`config.mk`:
```
export PLATFORM = sky130hd
export DESIGN_NAME = fcschk_engine
export DESIGN_NICKNAME = d
export VERILOG_FILES = /design/src/rtl/core/fcschk_pkg.sv /design/src/rtl/core/fcschk_engine.sv
export SDC_FILE = /design/constraint.sdc
export NUM_CORES = 1
export LEC_CHECK = 0
export BUFFER_PORTS_ARGS = -buffer_cell sky130_fd_sc_hd__buf_2
export CAP_MARGIN = 20
export CORE_MARGIN = 5
export CORE_UTILIZATION = 50
export DETAILED_ROUTE_END_ITERATION = 6
export PLACE_DENSITY = 0.67
export SYNTH_ARGS = -nofsm -noshare
export SYNTH_HDL_FRONTEND = slang
export SYNTH_SLANG_ARGS = --single-unit
export TNS_END_PERCENT = 10
```
`constraint.sdc`:
```
create_clock -name clk -period 7.56 [get_ports clk]
set_input_delay 0.756 -clock clk [delete_from_list [all_inputs] [get_ports clk]]
set_output_delay 0.756 -clock clk [all_outputs]
set_load 0.03 [all_outputs]
```
`src/rtl/core/fcschk_pkg.sv`:
```
// shared types, constants and the byte-wide crc-32 update for the fcs checker
package fcschk_pkg;

    localparam int unsigned BYTE_W  = 8;
    localparam int unsigned CRC_W   = 32;
    localparam int unsigned FCS_LEN = 4;
    localparam int unsigned SEEN_W  = 3;

    localparam logic [CRC_W-1:0]  CRC_INIT = 32'hFFFF_FFFF;
    localparam logic [CRC_W-1:0]  CRC_POLY = 32'hEDB8_8320;
    localparam logic [SEEN_W-1:0] SEEN_FULL = SEEN_W'(FCS_LEN);

    typedef enum logic
    {
        MODE_COMPUTE  = 1'b0,
        MODE_VALIDATE = 1'b1
    } check_mode_t;

    typedef struct packed
    {
        logic [BYTE_W-1:0] data_byte;
        logic              frame_end;
    } fcs_item_t;

    typedef struct packed
    {
        logic [CRC_W-1:0] crc_value;
        logic             fcs_ok;
        logic             too_short;
    } fcs_result_t;

    // reflected crc-32, one byte, lsb first
    function automatic logic [CRC_W-1:0] crc_byte(input logic [CRC_W-1:0] crc_in,
                                                  input logic [BYTE_W-1:0] b);
        logic [CRC_W-1:0] c;
        c = crc_in ^ {{(CRC_W-BYTE_W){1'b0}}, b};
        for (int k = 0; k < BYTE_W; k++)
        begin
            if (c[0])
            begin
                c = (c >> 1) ^ CRC_POLY;
            end
            else
            begin
                c = c >> 1;
            end
        end
        return c;
    endfunction

endpackage

```
`src/rtl/core/fcschk_engine.sv`:
```
// crc accumulator, fcs delay line and frame result logic
module fcschk_engine
(
    input  logic                    clk,
    input  logic                    rst_n,
    input  logic                    cfg_wr_en,
    input  logic                    cfg_mode,
    input  logic                    fire,
    input  fcschk_pkg::fcs_item_t   item,
    output logic                    res_valid,
    output fcschk_pkg::fcs_result_t res
);
    import fcschk_pkg::*;

    check_mode_t       mode_reg;
    logic [CRC_W-1:0]  crc_reg;
    logic [CRC_W-1:0]  crc_next;
    logic [SEEN_W-1:0] seen_reg;
    logic [SEEN_W-1:0] seen_next;
    logic [BYTE_W-1:0] tail_reg [FCS_LEN];

    logic [CRC_W-1:0]  crc_upd;
    logic [SEEN_W-1:0] seen_upd;
    logic [CRC_W-1:0]  calc;
    logic [CRC_W-1:0]  rcvd;

    always_comb
    begin
        res_valid     = fire && item.frame_end;
        res.crc_value = '0;
        res.fcs_ok    = 1'b0;
        res.too_short = 1'b0;
        seen_upd      = (seen_reg < SEEN_FULL) ? seen_reg + SEEN_W'(1) : seen_reg;
        rcvd          = {item.data_byte, tail_reg[3], tail_reg[2], tail_reg[1]};
        unique case (mode_reg)
            MODE_COMPUTE:
            begin
                crc_upd = crc_byte(crc_reg, item.data_byte);
            end
            MODE_VALIDATE:
            begin
                crc_upd = (seen_reg == SEEN_FULL) ? crc_byte(crc_reg, tail_reg[0]) : crc_reg;
            end
            default:
            begin
                crc_upd = crc_reg;
            end
        endcase
        calc = crc_upd ^ CRC_INIT;
        if (mode_reg == MODE_COMPUTE)
        begin
            res.crc_value = calc;
        end
        else if (seen_upd < SEEN_FULL)
        begin
            res.too_short = 1'b1;
        end
        else
        begin
            res.crc_value = calc;
            res.fcs_ok    = (calc == rcvd);
        end

        crc_next  = crc_reg;
        seen_next = seen_reg;
        priority if (cfg_wr_en || res_valid)
        begin
            crc_next  = CRC_INIT;
            seen_next = '0;
        end
        else if (fire)
        begin
            crc_next  = crc_upd;
            seen_next = (mode_reg == MODE_VALIDATE) ? seen_upd : '0;
        end
        else
        begin
            crc_next  = crc_reg;
            seen_next = seen_reg;
        end
    end

    always_ff @(posedge clk or negedge rst_n)
    begin
        if (!rst_n)
        begin
            mode_reg <= MODE_VALIDATE;
            crc_reg  <= CRC_INIT;
            seen_reg <= '0;
        end
        else
        begin
            if (cfg_wr_en)
            begin
                mode_reg <= check_mode_t'(cfg_mode);
            end
            crc_reg  <= crc_next;
            seen_reg <= seen_next;
        end
    end

    // delay line, entry 0 oldest
    always_ff @(posedge clk)
    begin
        if (fire && mode_reg == MODE_VALIDATE)
        begin
            tail_reg[0] <= tail_reg[1];
            tail_reg[1] <= tail_reg[2];
            tail_reg[2] <= tail_reg[3];
            tail_reg[3] <= item.data_byte;
        end
    end

`ifndef SYNTHESIS
    a_seen_sat: assert property (@(posedge clk) disable iff (!rst_n)
        seen_reg <= SEEN_FULL)
        else $error("byte count above fcs length");
    a_compute_no_count: assert property (@(posedge clk) disable iff (!rst_n)
        mode_reg == MODE_COMPUTE |-> seen_reg == '0)
        else $error("byte count moved in compute mode");
    a_cfg_clears: assert property (@(posedge clk) disable iff (!rst_n)
        cfg_wr_en |=> crc_reg == CRC_INIT && seen_reg == '0)
        else $error("register write did not clear frame state");
    a_end_clears: assert property (@(posedge clk) disable iff (!rst_n)
        res_valid |=> crc_reg == CRC_INIT && seen_reg == '0)
        else $error("frame end did not clear frame state");
    a_short_result: assert property (@(posedge clk) disable iff (!rst_n)
        res_valid && res.too_short |-> !res.fcs_ok && res.crc_value == '0)
        else $error("short frame result not cleared");
`endif

endmodule

```
==> flow_summary.yaml <==
worst_setup_path:
  worst-path-max-fanout: 8
  cpLargestDelayFamily: "XOR/XNOR gates"
  crit_type: "input pin to output pin"
  worstSetupEndpointType: "output pin"
  startpoint_type: "input pin"
  reg2reg_from: "tail_reg[0][2]"
  r2r_cells: 6
  critical_path_arrival_ps: 4260
  reg2reg_to: "crc_reg[19]"
  critPathMaxStageDelay_ps: 710
  cp_num_buf_inv: 2
  cp_cell_sequence: "buf_2 -> xnor2_2 -> xnor3_2 -> xnor2_1 -> mux2i_1 -> xnor2_1 -> nor4_1 -> nand4_1 -> nor4_2 -> buf_2"
  slowest_stage: "nor4_1"
  required_ps: 6800
  ff2ff_setup_slack_ps: 4660
clock_network:
  clock_latency_ps: 340
  root_buffer: "clkbuf_16"
  post_cts_resized: 0
  cts.clk_slew.worst_paths_ps: 60
  cts_buffer_depth: 2
  cts_tree: "done"
  cts_setup_buffers: 0
  clock_sinks: 68
  h-tree-depth: 3
  hold_buffers: 0
  cts_buffers: 9
timing:
  maxSlewHeadroom_pct: 22.34
  rsz0062_at_grt: "no"
  worst_pin_slew_ps: 1161
  final_hold_viol_count: 0
  setup_tns_ps: 0
  skew_ps: 5.708
  slew_viol_final: 0
  fmax_ghz: 0.1994
  min_period_ps: 5015
  hold_ws_ps: 481.9
  setup_viol: 0
  setup_slack_ps: 2545
  timing.final.crit_share_pct: 66.34
die:
  die_h_um: 120.1
  dieWidth_um: 120.1
  core_um2: 11960
  num_rows: 40
  top_level_ports: 49
  die_area_um2: 14420
  start_util_pct: 50.65
global_routing:
  grt_pass1_vias: 4641
  grt_overflow: 0
  antenna_found_initial: 0
  grt_pass1_wl_mm: 30.33
  track_usage_pct: 29.00
  grt_max_degree: 54
drt:
  drt_pre_antenna_iters: 5
  viasPerCell: 6.398
  vias: 4715
  top_layer: "met4"
  drt_drc_violations_left: 0
  wl_mm: 20.38
  met2_length_mm: 9.123
  drt-met1-wl_mm: 8.759
  dr_wl_met3_mm: 1.807
  ant_nets: 0
  wl_per_cell_um: 27.65
  drtIter0Drc: 526
run_status:
  status: "finished, final reports clean"
cells_and_area:
  fin_nets: 601
  area_delta_synth_final_pct: 9.748
  final_util_pct: 55.59
  design_area_um2: 6649
  layoutNonFillerInstCount: 737
  antennaDiodeCount: 0
  final_layout_size_suffix_gt1_share_pct: 23.90
placement:
  dpl-instance-area_um2: 6387
  placedCellCount: 721
  hpwlAfterDp_mm: 14.48
  place_congestion: 1.037
  dp_slack_ps: 2711
  io_buffers: 48
pwr:
  swShare_pct: 42.20
  p_per_area_nw_per_um2: 266.4
  pwr-share-seq_pct: 26.3
  p_sw_mw: 0.7474
  totalPowerFinal_mw: 1.771
  clkPwrFrac_pct: 21.8
  p_comb_share_pct: 51.9
  peakVddDrop_v: 0.0001511
  p_int_mw: 1.024
  leakagePower_nw: 2.849
hold_path:
  hp-start: "tail_reg[2][3]"
  min_path_cells: 0
  hp-class: "flop to flop"
  min_to: "tail_reg[1][3]"
logic_synthesis:
  synth_area_leader_cell: "edfxtp_1"
  yosysMostFrequentCell: "xnor2_1"
  ys_top_cells_by_count: "xnor2_1 (56), nor2_1 (45), nand2_1 (43)"
  synth_seq_area_share_pct: 31.41
  synth_cells: 555
  synthArstFlopShare_pct: 52.94
  synth_flop_cell: "dfstp_2"
  ys_top_cells_by_area: "edfxtp_1 (16%), dfstp_2 (14%), xnor3_1 (8.9%)"
  synth_edf_count: 32
  syn_area_um2: 6058
  synthesis.nets: 571
  ys_seq_elements: 68
  synth_top_area_share_pct: 15.86
  avgSynthCellArea_um2: 10.92
  yosys_warnings: 0
  synth.distinct_cells: 70
flow_run:
  cap_violations: 0
## worst max path at each step
stage | from | to | slack, ps | depth (start not counted)
global placement | item[1] | res[1] | 2590 | 10
finish | item[1] | res[1] | 2540 | 10
global route | item[1] | res[1] | 2400 | 10
detailed placement | item[1] | res[1] | 2710 | 10
floorplan | item[1] | res[1] | 3460 | 8
CTS | tail_reg[0][2] | res[1] | 2680 | 9
## worst reg2reg max path: stages (launching register included)
cell and delay (ps):
edfxtp_1 550, xnor2_4 420, xor2_2 630, xor3_1 570
a21o_1 210, and2_1 200, o22a_1 230
## cell usage in the layout, fill, tap and decap left out, types with 18 or more instances in the layout
master	instances
xnor3_1	24
nand2_1	43
dfstp_2	33
a21oi_1	31
nor2_1	45
xnor2_1	56
o21ai_0	18
edfxtp_1	32
xor2_1	26
buf_2	48
o22a_1	24
## cell type report
cell class,instances,area [µm²]
fillers,1038,5313
multi-input cells,443,3974
flip-flops and latches,68,1903
repair buffers,56,300.3
clock buffers,11,232.7
well taps,147,183.9
clock inverters,5,28.78
inverters,7,26.28
## power by group through the flow
| stage | Combinational [mW] | Clock, mW | Sequential [mW] |
|---|---|---|---|
| 2_1_floorplan | 0.685 | 0 | 0.449 |
| 3_3_place_gp | 0.906 | 0 | 0.470 |
| 3_5_place_dp | 0.903 | 0 | 0.470 |
| 4_1_cts | 0.909 | 0.390 | 0.464 |
| 5_1_grt | 0.966 | 0.409 | 0.468 |
| 6_report | 0.920 | 0.386 | 0.466 |
## kinds of logic (layout without fill, tap and decap cells)
family | Yosys count | count (layout) | share of synthesized area, %
xor gates and xnor gates | 143 | 143 | 34.80
adders and majority gates | 2 | 2 | 0.4130
buffers and inverters | 44 | 79 | 2.995
muxes | 15 | 15 | 2.540
and+or+nand+nor | 132 | 132 | 10.12
AOI/OAI and AO/OA | 151 | 151 | 17.72
DFF | 68 | 68 | 31.41
## routing by layer
layer | vias to the layer above | GRT usage [%]
met4 | 0 | 10.59
met3 | 39 | 5.372
met2 | 285 | 43.41
met1 | 2314 | 41.87
met5 | - | 0
li1 | 2077 | -
Note: power is estimated with default switching activity, not from simulation.
